### config.mk
export PLATFORM = sky130hd
export DESIGN_NAME = tcp_receive_connection_fsm
export DESIGN_NICKNAME = d
export VERILOG_FILES = /design/src/rtl/tcprx_pkg.sv /design/src/rtl/tcprx_front.sv /design/src/rtl/tcprx_queue.sv /design/src/rtl/tcprx_back.sv /design/src/rtl/tcp_receive_connection_fsm.sv
export SDC_FILE = /design/constraint.sdc
export NUM_CORES = 1
export LEC_CHECK = 0
export BUFFER_PORTS_ARGS = -buffer_cell sky130_fd_sc_hd__buf_2
export CORE_UTILIZATION = 25
export DETAILED_ROUTE_END_ITERATION = 10
export PLACE_DENSITY = 0.41
export SLEW_MARGIN = 20
export SYNTH_ARGS = -nofsm -noshare
export SYNTH_HDL_FRONTEND = slang
export SYNTH_SLANG_ARGS = --single-unit
export TNS_END_PERCENT = 30
### constraint.sdc
create_clock -name clk -period 20.7 [get_ports clk]
set_clock_uncertainty 0.2 [all_clocks]
set_input_delay 3.105 -clock clk [delete_from_list [all_inputs] [get_ports clk]]
set_output_delay 3.105 -clock clk [all_outputs]
set_load 0.01 [all_outputs]
### src/rtl/tcprx_pkg.sv
// Shared types, widths, state codes and code conversions for the TCP receive state block.
package tcprx_pkg;

  localparam int IN_W  = 152;
  localparam int OUT_W = 104;

  // Output encoding of the connection state
  localparam logic [3:0] CODE_CLOSED     = 4'd0;
  localparam logic [3:0] CODE_LISTEN     = 4'd1;
  localparam logic [3:0] CODE_SYN_SENT   = 4'd2;
  localparam logic [3:0] CODE_SYN_RCVD   = 4'd3;
  localparam logic [3:0] CODE_ESTAB      = 4'd4;
  localparam logic [3:0] CODE_FIN_WAIT1  = 4'd5;
  localparam logic [3:0] CODE_FIN_WAIT2  = 4'd6;
  localparam logic [3:0] CODE_CLOSE_WAIT = 4'd7;
  localparam logic [3:0] CODE_CLOSING    = 4'd8;
  localparam logic [3:0] CODE_LAST_ACK   = 4'd9;
  localparam logic [3:0] CODE_TIME_WAIT  = 4'd10;
  localparam logic [3:0] CODE_MAX        = CODE_TIME_WAIT;

  typedef enum logic [10:0] {
    ST_CLOSED     = 11'b000_0000_0001,
    ST_LISTEN     = 11'b000_0000_0010,
    ST_SYN_SENT   = 11'b000_0000_0100,
    ST_SYN_RCVD   = 11'b000_0000_1000,
    ST_ESTAB      = 11'b000_0001_0000,
    ST_FIN_WAIT1  = 11'b000_0010_0000,
    ST_FIN_WAIT2  = 11'b000_0100_0000,
    ST_CLOSE_WAIT = 11'b000_1000_0000,
    ST_CLOSING    = 11'b001_0000_0000,
    ST_LAST_ACK   = 11'b010_0000_0000,
    ST_TIME_WAIT  = 11'b100_0000_0000
  } state_t;

  // Decoded item handed from front to back
  typedef struct packed {
    logic         mode;
    logic [31:0]  seq;
    logic [31:0]  ack;
    logic [15:0]  window;
    logic         syn;
    logic         ackf;
    logic         fin;
    logic         has_pay;
    logic [15:0]  acc;      // min(payload_len, rx_space)
    logic [31:0]  nln;
    logic         nst_ok;
    state_t       nst;
  } item_t;

  function automatic state_t from_code(logic [3:0] code);
    state_t s;
    unique case (code)
      CODE_CLOSED:     s = ST_CLOSED;
      CODE_LISTEN:     s = ST_LISTEN;
      CODE_SYN_SENT:   s = ST_SYN_SENT;
      CODE_SYN_RCVD:   s = ST_SYN_RCVD;
      CODE_ESTAB:      s = ST_ESTAB;
      CODE_FIN_WAIT1:  s = ST_FIN_WAIT1;
      CODE_FIN_WAIT2:  s = ST_FIN_WAIT2;
      CODE_CLOSE_WAIT: s = ST_CLOSE_WAIT;
      CODE_CLOSING:    s = ST_CLOSING;
      CODE_LAST_ACK:   s = ST_LAST_ACK;
      CODE_TIME_WAIT:  s = ST_TIME_WAIT;
      default:         s = ST_CLOSED;
    endcase
    return s;
  endfunction

  function automatic logic [3:0] to_code(state_t s);
    logic [3:0] c;
    unique case (s)
      ST_CLOSED:     c = CODE_CLOSED;
      ST_LISTEN:     c = CODE_LISTEN;
      ST_SYN_SENT:   c = CODE_SYN_SENT;
      ST_SYN_RCVD:   c = CODE_SYN_RCVD;
      ST_ESTAB:      c = CODE_ESTAB;
      ST_FIN_WAIT1:  c = CODE_FIN_WAIT1;
      ST_FIN_WAIT2:  c = CODE_FIN_WAIT2;
      ST_CLOSE_WAIT: c = CODE_CLOSE_WAIT;
      ST_CLOSING:    c = CODE_CLOSING;
      ST_LAST_ACK:   c = CODE_LAST_ACK;
      ST_TIME_WAIT:  c = CODE_TIME_WAIT;
      default:       c = CODE_CLOSED;
    endcase
    return c;
  endfunction

endpackage

### src/rtl/tcprx_front.sv
// Input stage: registers an item, unpacks it and precomputes item-local values.
module tcprx_front (
  input  logic                      clk,
  input  logic                      rst,
  input  logic                      s_tvalid,
  output logic                      s_tready,
  input  logic [tcprx_pkg::IN_W-1:0] s_tdata,
  input  logic                      s_tuser,
  output logic                      push_valid,
  output tcprx_pkg::item_t          push_item,
  input  logic                      q_full
);
  import tcprx_pkg::*;

  logic  valid;
  item_t item;
  item_t item_next;

  always_comb begin
    item_next.mode    = s_tuser;
    item_next.seq     = s_tdata[31:0];
    item_next.ack     = s_tdata[63:32];
    item_next.window  = s_tdata[79:64];
    item_next.syn     = s_tdata[80];
    item_next.ackf    = s_tdata[81];
    item_next.fin     = s_tdata[82];
    item_next.has_pay = (s_tdata[98:83] != 16'd0);
    item_next.acc     = (s_tdata[98:83] < s_tdata[114:99]) ? s_tdata[98:83] : s_tdata[114:99];
    item_next.nln     = s_tdata[146:115];
    item_next.nst_ok  = (s_tdata[150:147] <= CODE_MAX);
    item_next.nst     = from_code(s_tdata[150:147]);
  end

  assign s_tready   = !valid || !q_full;
  assign push_valid = valid && !q_full;
  assign push_item  = item;

  always_ff @(posedge clk) begin
    if (rst) begin
      valid <= 1'b0;
    end else if (s_tready) begin
      valid <= s_tvalid;
    end
  end

  always_ff @(posedge clk) begin
    if (s_tready && s_tvalid) begin
      item <= item_next;
    end
  end

endmodule

### src/rtl/tcprx_queue.sv
// Two-entry queue of decoded items between front and back.
module tcprx_queue (
  input  logic             clk,
  input  logic             rst,
  input  logic             push,
  input  tcprx_pkg::item_t push_item,
  output logic             full,
  output logic             pop_valid,
  input  logic             pop,
  output tcprx_pkg::item_t pop_item
);
  import tcprx_pkg::*;

  item_t      entry [2];
  logic       wr_ptr;
  logic       rd_ptr;
  logic [1:0] count;

  assign full      = (count == 2'd2);
  assign pop_valid = (count != 2'd0);
  assign pop_item  = entry[rd_ptr];

  always_ff @(posedge clk) begin
    if (rst) begin
      wr_ptr <= 1'b0;
      rd_ptr <= 1'b0;
      count  <= 2'd0;
    end else begin
      if (push) wr_ptr <= !wr_ptr;
      if (pop)  rd_ptr <= !rd_ptr;
      case ({push, pop})
        2'b10:   count <= count + 2'd1;
        2'b01:   count <= count - 2'd1;
        default: count <= count;
      endcase
    end
  end

  always_ff @(posedge clk) begin
    if (push) entry[wr_ptr] <= push_item;
  end

  a_no_overflow: assert property (@(posedge clk) disable iff (rst) !(push && full))
    else $error("queue push while full");
  a_no_underflow: assert property (@(posedge clk) disable iff (rst) !(pop && !pop_valid))
    else $error("queue pop while empty");
  a_count_range: assert property (@(posedge clk) disable iff (rst) count != 2'd3)
    else $error("queue count out of range");

endmodule

### src/rtl/tcprx_back.sv
// Connection state update and registered result output.
module tcprx_back (
  input  logic                        clk,
  input  logic                        rst,
  input  logic                        q_valid,
  input  tcprx_pkg::item_t            q_item,
  output logic                        q_pop,
  output logic                        m_tvalid,
  input  logic                        m_tready,
  output logic [tcprx_pkg::OUT_W-1:0] m_tdata
);
  import tcprx_pkg::*;

  state_t      state, state_next;
  logic [31:0] remote_next, remote_next_nx;
  logic [31:0] local_unacked, local_unacked_next;
  logic [31:0] local_next, local_next_nx;
  logic [15:0] remote_window, remote_window_next;

  logic        syn_hit, fin_hit, pay_hit, in_win;
  logic        send_ack, tw;
  logic [15:0] acc;
  logic [31:0] d_lo, d_hi, rn_base, rn_inc;

  logic        out_valid;
  logic [OUT_W-1:0] out_data;
  logic        advance;

  assign advance = !out_valid || m_tready;
  assign q_pop   = q_valid && advance;

  always_comb begin
    state_next         = state;
    remote_next_nx     = remote_next;
    local_unacked_next = local_unacked;
    local_next_nx      = local_next;
    remote_window_next = remote_window;
    syn_hit  = 1'b0;
    fin_hit  = 1'b0;
    pay_hit  = 1'b0;
    send_ack = 1'b0;
    tw       = 1'b0;
    acc      = 16'd0;
    // modulo 2^32 window check: unacked <= ack <= local_next
    d_lo     = local_unacked - q_item.ack;
    d_hi     = q_item.ack - local_next;
    in_win   = (d_lo == 32'd0 || d_lo[31]) && (d_hi == 32'd0 || d_hi[31]);
    rn_base  = remote_next;
    rn_inc   = 32'd0;
    if (q_item.mode) begin
      local_next_nx = q_item.nln;
      if (q_item.nst_ok) state_next = q_item.nst;
    end else begin
      remote_window_next = q_item.window;
      syn_hit = q_item.syn && (state == ST_SYN_SENT || state == ST_SYN_RCVD);
      if (syn_hit) begin
        state_next = ST_SYN_RCVD;
        send_ack   = 1'b1;
      end
      if (q_item.ackf) begin
        if (q_item.ack == local_next) begin
          if (state_next == ST_FIN_WAIT1) begin
            state_next = ST_FIN_WAIT2;
          end else if (state_next == ST_CLOSING) begin
            state_next = ST_TIME_WAIT;
            tw         = 1'b1;
          end
        end
        if (in_win) begin
          local_unacked_next = q_item.ack;
          if (state_next == ST_SYN_RCVD) state_next = ST_ESTAB;
        end
      end
      // a SYN sets remote_next to seq+1; FIN and payload in the same item are not counted
      fin_hit = q_item.fin && !syn_hit && (q_item.seq == remote_next);
      if (fin_hit) begin
        send_ack = 1'b1;
        if (state_next == ST_FIN_WAIT1) begin
          state_next = ST_CLOSING;
        end else if (state_next == ST_FIN_WAIT2) begin
          state_next = ST_TIME_WAIT;
          tw         = 1'b1;
        end
      end
      pay_hit = q_item.has_pay && !syn_hit && !fin_hit && (q_item.seq == remote_next);
      if (q_item.has_pay) send_ack = 1'b1;
      if (pay_hit) acc = q_item.acc;
      if (syn_hit) rn_base = q_item.seq;
      rn_inc = (syn_hit || fin_hit) ? 32'd1 : {16'd0, acc};
      remote_next_nx = rn_base + rn_inc;
    end
  end

  always_ff @(posedge clk) begin
    if (rst) begin
      state         <= ST_CLOSED;
      remote_next   <= 32'd0;
      local_unacked <= 32'd0;
      local_next    <= 32'd0;
      remote_window <= 16'd0;
      out_valid     <= 1'b0;
    end else begin
      if (q_pop) begin
        state         <= state_next;
        remote_next   <= remote_next_nx;
        local_unacked <= local_unacked_next;
        local_next    <= local_next_nx;
        remote_window <= remote_window_next;
      end
      if (advance) out_valid <= q_valid;
    end
  end

  always_ff @(posedge clk) begin
    if (q_pop) begin
      out_data <= {2'b00, acc, tw, send_ack, remote_window_next,
                   local_unacked_next, remote_next_nx, to_code(state_next)};
    end
  end

  assign m_tvalid = out_valid;
  assign m_tdata  = out_data;

  a_tw_state: assert property (@(posedge clk) disable iff (rst)
      out_valid && out_data[85] |-> out_data[3:0] == CODE_TIME_WAIT)
    else $error("timer start without TIME_WAIT");
  a_acc_ack: assert property (@(posedge clk) disable iff (rst)
      out_valid && out_data[101:86] != 16'd0 |-> out_data[84])
    else $error("bytes accepted without ACK");
  a_state_mirror: assert property (@(posedge clk) disable iff (rst)
      $past(q_pop) |-> out_data[3:0] == to_code(state))
    else $error("result state differs from held state");

endmodule

### src/rtl/tcp_receive_connection_fsm.sv
// Top level of the TCP receive-side connection state block.
// Data path from input accept to result valid: the input register loads on the
//   accept edge, then the queue entry, then the state update into the output
//   register.
// Throughput: one item per cycle while the output is not stalled; the state
//   registers update once per item in a loop in the back stage.
// Reset (rst, synchronous, active high): state CLOSED, all pointers and the
//   stored window zero, queue and output empty. No clearing pass.
module tcp_receive_connection_fsm (
  input  logic                        clk,
  input  logic                        rst,
  input  logic                        s_tvalid,
  output logic                        s_tready,
  // [31:0] seq_number, [63:32] ack_number, [79:64] window, [80] flag_syn,
  // [81] flag_ack, [82] flag_fin, [98:83] payload_len, [114:99] rx_space,
  // [146:115] new_local_next, [150:147] new_state, [151] zero
  input  logic [tcprx_pkg::IN_W-1:0]  s_tdata,
  // [0] mode
  input  logic                        s_tuser,
  output logic                        m_tvalid,
  input  logic                        m_tready,
  // [3:0] conn_state, [35:4] remote_next, [67:36] local_unacked,
  // [83:68] remote_window, [84] send_ack, [85] start_time_wait,
  // [101:86] accepted_bytes, [103:102] zero
  output logic [tcprx_pkg::OUT_W-1:0] m_tdata
);
  import tcprx_pkg::*;

  // front -> queue
  logic  push_valid;
  item_t push_item;
  logic  q_full;
  // queue -> back
  logic  q_valid;
  logic  q_pop;
  item_t q_item;

  // Front: takes items whenever its register is free or can drain.
  tcprx_front u_front (
    .clk        (clk),
    .rst        (rst),
    .s_tvalid   (s_tvalid),
    .s_tready   (s_tready),
    .s_tdata    (s_tdata),
    .s_tuser    (s_tuser),
    .push_valid (push_valid),
    .push_item  (push_item),
    .q_full     (q_full)
  );

  // Queue decouples front from output backpressure.
  tcprx_queue u_queue (
    .clk       (clk),
    .rst       (rst),
    .push      (push_valid),
    .push_item (push_item),
    .full      (q_full),
    .pop_valid (q_valid),
    .pop       (q_pop),
    .pop_item  (q_item)
  );

  // Back: SYN, ACK, FIN, payload and local-side update handling, one item per cycle while the output is not stalled.
  tcprx_back u_back (
    .clk      (clk),
    .rst      (rst),
    .q_valid  (q_valid),
    .q_item   (q_item),
    .q_pop    (q_pop),
    .m_tvalid (m_tvalid),
    .m_tready (m_tready),
    .m_tdata  (m_tdata)
  );

endmodule
## Word-level counts from Yosys, hierarchy flattened

Memory sizes are Yosys's and may differ from the RTL's. A register that Yosys moved wholly into a read port is not among the register bits.
Index checks and enable logic that the tools add are counted.

- Logic and storage cells: 126
- Latch bits: 0
- Memories kept: 2
- Bits in registers: 365
- Bits in read-only memories: 176
- Bits in writable memories: 290
- Output and inout bits: 106

- Muxes and demuxes: 43
- $mul: 0
- Reductions and logical operators: 29
- Order comparisons: 2
- Add/subtract/negate cells: 5
- Shift operators: 0
- Eq/ne operators: 22
- Div/mod/pow operators: 0
- Bitwise gates (word level): 0

Memories:

| name | depth | bits a word | rd ports | clocked after Yosys merged registers in | wr ports | line | text |
|---|---|---|---|---|---|---|---|
| u_queue.entry | 2 | 145 | 1 | 1 | 1 | tcprx_queue.sv:14 | `item_t entry [2];` |
| (name not given) | 16 | 11 | 1 | 1 | 0 | tcprx_pkg.sv:53 | `unique case (code)` |

Operators by type and width:

| operator | count |
|---|---|
| two-way mux 32 bit | 6 |
| two-way mux 11 bit | 16 |
| two-way mux 16 bit | 5 |
| == test 32 bit | 2 |
| logical NOT 32 bit | 2 |
| subtractor 32 bit | 2 |
| one-hot mux 4 bit (10 select lines) | 1 |
| == test 11 x 4 -> 1 bit, second input constant | 3 |
| == test 11 x 6 -> 1 bit, second input constant | 3 |
| adder 32 bit | 1 |
| == test 11 x 3 -> 1 bit, second input constant | 2 |
| == test 11 x 7 -> 1 bit, second input constant | 2 |
| == test 11 x 9 -> 1 bit, second input constant | 2 |
| less-than comparator 16 bit | 1 |
| nonzero test 16 bit | 1 |
| two-way mux 1 bit | 14 |
| == test 11 x 10 -> 1 bit, second input constant | 1 |
| == test 11 bit, second input constant | 1 |
| == test 11 x 2 -> 1 bit, second input constant | 1 |
| == test 11 x 5 -> 1 bit, second input constant | 1 |
| == test 11 x 8 -> 1 bit, second input constant | 1 |
| logical AND 1 bit | 10 |
| logical NOT 1 bit | 7 |
| logical OR 1 bit | 6 |
| other kinds (8) | 10 |

## Depth between registers and ports, before layout

- Depth after elaboration: 23
- Depth in mapped cells: 27
- Gate-level depth less buffers: 25

## By module

Synthesis repeated with hierarchy kept, for this count alone.

- Cells, all modules: 2663
- Area, all modules: 31908.1 µm²

By module, submodules not included:

| module | seq. area each (µm²) | area each (µm²) | cells each | times used |
|---|---|---|---|---|
| tcprx_back | 5545.3 | 15889.0 | 1945 | 1 |
| tcprx_queue | 8808.4 | 10860.4 | 473 | 1 |
| tcprx_front | 4374.2 | 5158.7 | 245 | 1 |

## Least setup slack after synthesis

No wires, ideal clock.

- Path type: in2reg
- Start point: in m_tready
- End point: reg u_queue.count[1]
- Stages: 7
- Path slack: 12.829 ns
- Arrival: 7.601 ns
- Buffers on the path: 1
- Required time: 20.430 ns
- Setup time: 0.070 ns
- Path through: nand2b_1 > o21ai_0 > inv_2 > clkbuf_1 > ha_1 > or3_1 > a21oi_1

- Longest elaborated chain between the ends: 4
- Elaborated cells between the ends (all ways): 6

Ends and longest elaborated chain:

| element | line | text |
|---|---|---|
| start, declared | tcp_receive_connection_fsm.sv:21 | `input logic m_tready,` |
| logical OR 1 bit * | tcprx_back.sv:29 | `assign advance = !out_valid \|\| m_tready;` |
| logical AND 1 bit * | tcprx_back.sv:30 | `assign q_pop = q_valid && advance;` |
| net q_pop | tcp_receive_connection_fsm.sv:35 | `logic q_pop;` |
| == test 2 x 1 -> 1 bit / == test 2 bit (equally long branches) | tcprx_queue.sv:31 | `case ({push, pop})` |
| one-hot mux 2 bit (2 select lines) / nonzero test 2 bit (equally long branches) | - |  |
| end signal, assigned | tcprx_queue.sv:32 | `2'b10: count <= count + 2'd1;` |
| end signal, assigned | tcprx_queue.sv:33 | `2'b01: count <= count - 2'd1;` |
| end signal, assigned | tcprx_queue.sv:34 | `default: count <= count;` |
| end, declared | tcprx_queue.sv:17 | `logic [1:0] count;` |

The timed path passes the listed nets; every way through them passes the cells marked *.
A chain may end at the register's enable or synchronous reset.

==> flow_summary.toml <==
[floorplan]
die_y_um = 354
rows = 128
coreArea_um2 = 123000
ioPinCount = 263
fp.dieW_um = 354
initial_core_util_pct = 25.3
die_area_um2 = 126000

[detailed_routing]
routed_via_density = 4.68
drtIter0Drc = 1347
post_drt_wl_per_cell_um = 19.7
drcViolationCount = 0
first_pass_iters = 5
ant_nets = 0
vias = 21200
wirelength_um = 89500

[synth]
synthArstFlopShare_pct = 0
synth_largest_area_cell = "edfxtp_1"
ys_seq_area_share_pct = 60.3
synth_area_leaders = "edfxtp_1, dfxtp_1, mux2i_1, ha_1, a21oi_1"
synth_edf_count = 537
yosys-top-cells-count = "edfxtp_1, nor2_1, nand2_1, mux2i_1, a21oi_1"
synth_ff_type = "edfxtp_1"
ys_ff_latch = 667
syn_inst = 2608
ys_types = 86
synth_top_area_share_pct = 51.9
synth_area_per_cell_um2 = 11.9
synth_area_um2 = 31100
yosysMostFrequentCell = "edfxtp_1"
ys_warn_count = 0

[global_routing]
use_met3_pct = 2.16
use_met1_pct = 16.9
top_usage_layer = "met2"
grt_max_degree = 122
grt_pass1_wl_um = 134000
grt_usage_pct = 14.0
use_met2_pct = 25.4
gr-total-overflow = 0
grt_antenna_before_repair = 10
grt_pass1_vias = 21400

[min_path]
worstHoldStart = "u_front.push_item[8]$_SDFFCE_PP0P_"
min_path_cells = 0
hold_class = "flip-flop to flip-flop"
min_to = "u_queue.entry[1][8]$_DFFE_PP_"

[clocking]
numCtsBuffers = 80
htreeDepth = 3
clk_latency_ns = 0.65
cts_resized = 0
post_cts_buffers = 0
root_buffer = "clkbuf_16"
clock-sinks = 667
cts_tree = "built"
cts_max_path_buffers = 3
cts_hold_buf = 0
clk_pin_slew_ns = 0.06

[power]
power.ir.vdd_worst_v = 0.0000804
powerDensity_nw_per_um2 = 132
cellLeakagePower_nw = 12.9
total_power_w = 0.00483

[worst_setup_path]
reg2regPathDepth = 25
crit_arrival_ns = 8.59
ff2ff_setup_slack_ns = 12.28
reg2reg_to = "u_back.m_tdata[25]$_DFFE_PP_"
slowest_stage = "dfxtp_4"
cpMostUsedCell = "o21ai_0"
startpoint_type = "flip-flop"
crit_type = "flip-flop to flip-flop"
worstPathRequired_ns = 20.88
critPathCaptureType = "flip-flop"
worst-path-max-fanout = 37
slowest_delay_ns = 0.92

[timing]
min_period_ns = 8.42
maxSlewViolCount = 0
period_share_pct = 40.7
rsz0062_at_grt = "no"
slew_headroom_pct = 29.9
worst_pin_slew_ns = 1.05
worst_slack_ns = 12.28
fin_tns_setup_ns = 0
timing.final.hold_violations = 0
setup_viol = 0
fmax_mhz = 119

[place]
placed_area_um2 = 34100
dp.cells = 4387
gp_congestion = 0.831
dp_hpwl_um = 62700
pre_cts_ws_ns = 12.12
portBuffers = 259

[layout]
ff_latch_area_um2 = 18700
multi_input_area_um2 = 11400
area_delta_synth_final_pct = 18.1
stdcell_count = 4535
fill_cells = 12500
finish.net_count = 3099
finalInstanceArea_um2 = 36700
drive_gt1_share_pct = 15.8

[flow_run]
cap_violations = 0

[run_status]
status = "finished, final reports clean"
-- kinds of logic (layout without fill, tap and decap cells) --
logic type / Yosys count / after routing / synth area share (%)
muxes: 204 / 204 / 6.68
other: 1 / 3 / 0.0121
DFF: 667 / 667 / 60.3
xor gates and xnor gates: 89 / 89 / 2.51
and+or+nand+nor: 690 / 690 / 10.3
AOI/OAI and AO/OA: 612 / 612 / 12.9
buffers and inverters: 247 / 547 / 3.21
adders and majority gates: 98 / 98 / 4.00
-- flip-flops by register name, indices dropped and copies added (netlist names), named ones only --
register / count
u_back.local_next: 32
u_back.local_unacked: 32
u_queue.rd_ptr: 1
u_back.remote_window: 16
u_back.m_tvalid: 1
u_queue.count: 2
u_back.state: 11
u_queue.wr_ptr: 1
u_back.m_tdata: 102
u_queue.entry: 290
u_front.push_item: 145
u_back.remote_next: 32
u_front.valid: 1
-- worst max-delay path by stage --
stage / start / endpoint / slack, ns
finish: flip-flop / u_back.m_tdata[25]$_DFFE_PP_ / 12.28
floorplan: m_tready / u_queue.count[1]$_SDFFE_PP0P_ / 12.83
global placement: flip-flop / u_back.m_tdata[25]$_DFFE_PP_ / 12.11
global route: flip-flop / u_back.m_tdata[25]$_DFFE_PP_ / 11.63
detailed placement: flip-flop / u_back.m_tdata[25]$_DFFE_PP_ / 12.12
CTS: flip-flop / u_back.m_tdata[25]$_DFFE_PP_ / 12.08
-- metrics by stage --
stage	hold WS, ns	utilization (%)
finish	0.240	29.9
floorplan	0.221	-
CTS	0.235	29.9
global placement	0.226	27.8
detailed placement	0.230	27.8
global route	0.253	29.9
-- critical path: cells and delay by family, from the launching register on --
family                   cells  cell delay (ns)
AO/OA/AOI/OAI               10             2.91
XOR/XNOR                     1             0.12
adder cells (fa/ha/maj)      1             0.28
buffers and inverters        3             1.06
flip-flops                   1             0.92
multiplexers                 2             0.49
AND/OR/NAND/NOR              8             2.12
-- where the power goes --
part | internal (W) | switching [W] | total (W)
clock | 0.000815 | 0.000567 | 0.00138
combinational | 0.000544 | 0.00109 | 0.00163
sequential | 0.00171 | 0.000111 | 0.00182
-- placed cells by master, fill, tap and decap left out, types with 10 or more instances in the layout --
| master | netlist | routed |
|---|---|---|
| clkbuf_8 | 0 | 11 |
| nand2_1 | 209 | 209 |
| inv_1 | 117 | 117 |
| nor3_1 | 56 | 56 |
| o21bai_1 | 11 | 11 |
| nand2b_1 | 26 | 26 |
| ha_1 | 96 | 96 |
| buf_4 | 3 | 23 |
| dfxtp_1 | 130 | 129 |
| o21a_1 | 19 | 19 |
| xnor2_1 | 61 | 61 |
| nor4_1 | 24 | 24 |
| and3_1 | 13 | 12 |
| a211oi_1 | 51 | 51 |
| xor2_1 | 28 | 28 |
| a21o_1 | 33 | 33 |
| o21ai_0 | 123 | 122 |
| clkbuf_1 | 89 | 21 |
| o31ai_1 | 10 | 10 |
| or3_1 | 17 | 17 |
| a31oi_1 | 46 | 46 |
| buf_2 | 16 | 258 |
| nand3_1 | 30 | 29 |
| clkbuf_16 | 0 | 83 |
| mux2i_1 | 178 | 177 |
| nor2b_1 | 14 | 14 |
| a311o_1 | 30 | 30 |
| nor2_1 | 220 | 217 |
| nand4_1 | 34 | 34 |
| o211ai_1 | 20 | 20 |
| a21oi_1 | 173 | 173 |
| edfxtp_1 | 537 | 537 |
| clkinv_2 | 0 | 11 |
| mux2_2 | 26 | 25 |
-- metal layers --
layer,vias up,part of all wire [%]
met3,146,3.8
met5,-,0
met1,10300,42
met2,493,51
met4,0,2.7
li1,10300,-
-- cell type report --
type,instances,share of cell area (%)
sequential,667,51.1
multi-input combinational,1695,31.1
clock buffer,115,6.29
tap,1625,5.55
timing repair buffer,282,4.05
inverter,118,1.22
clock inverter,32,0.747
antenna,1,0.00683
No activity file was read; power rests on OpenSTA's default activity.
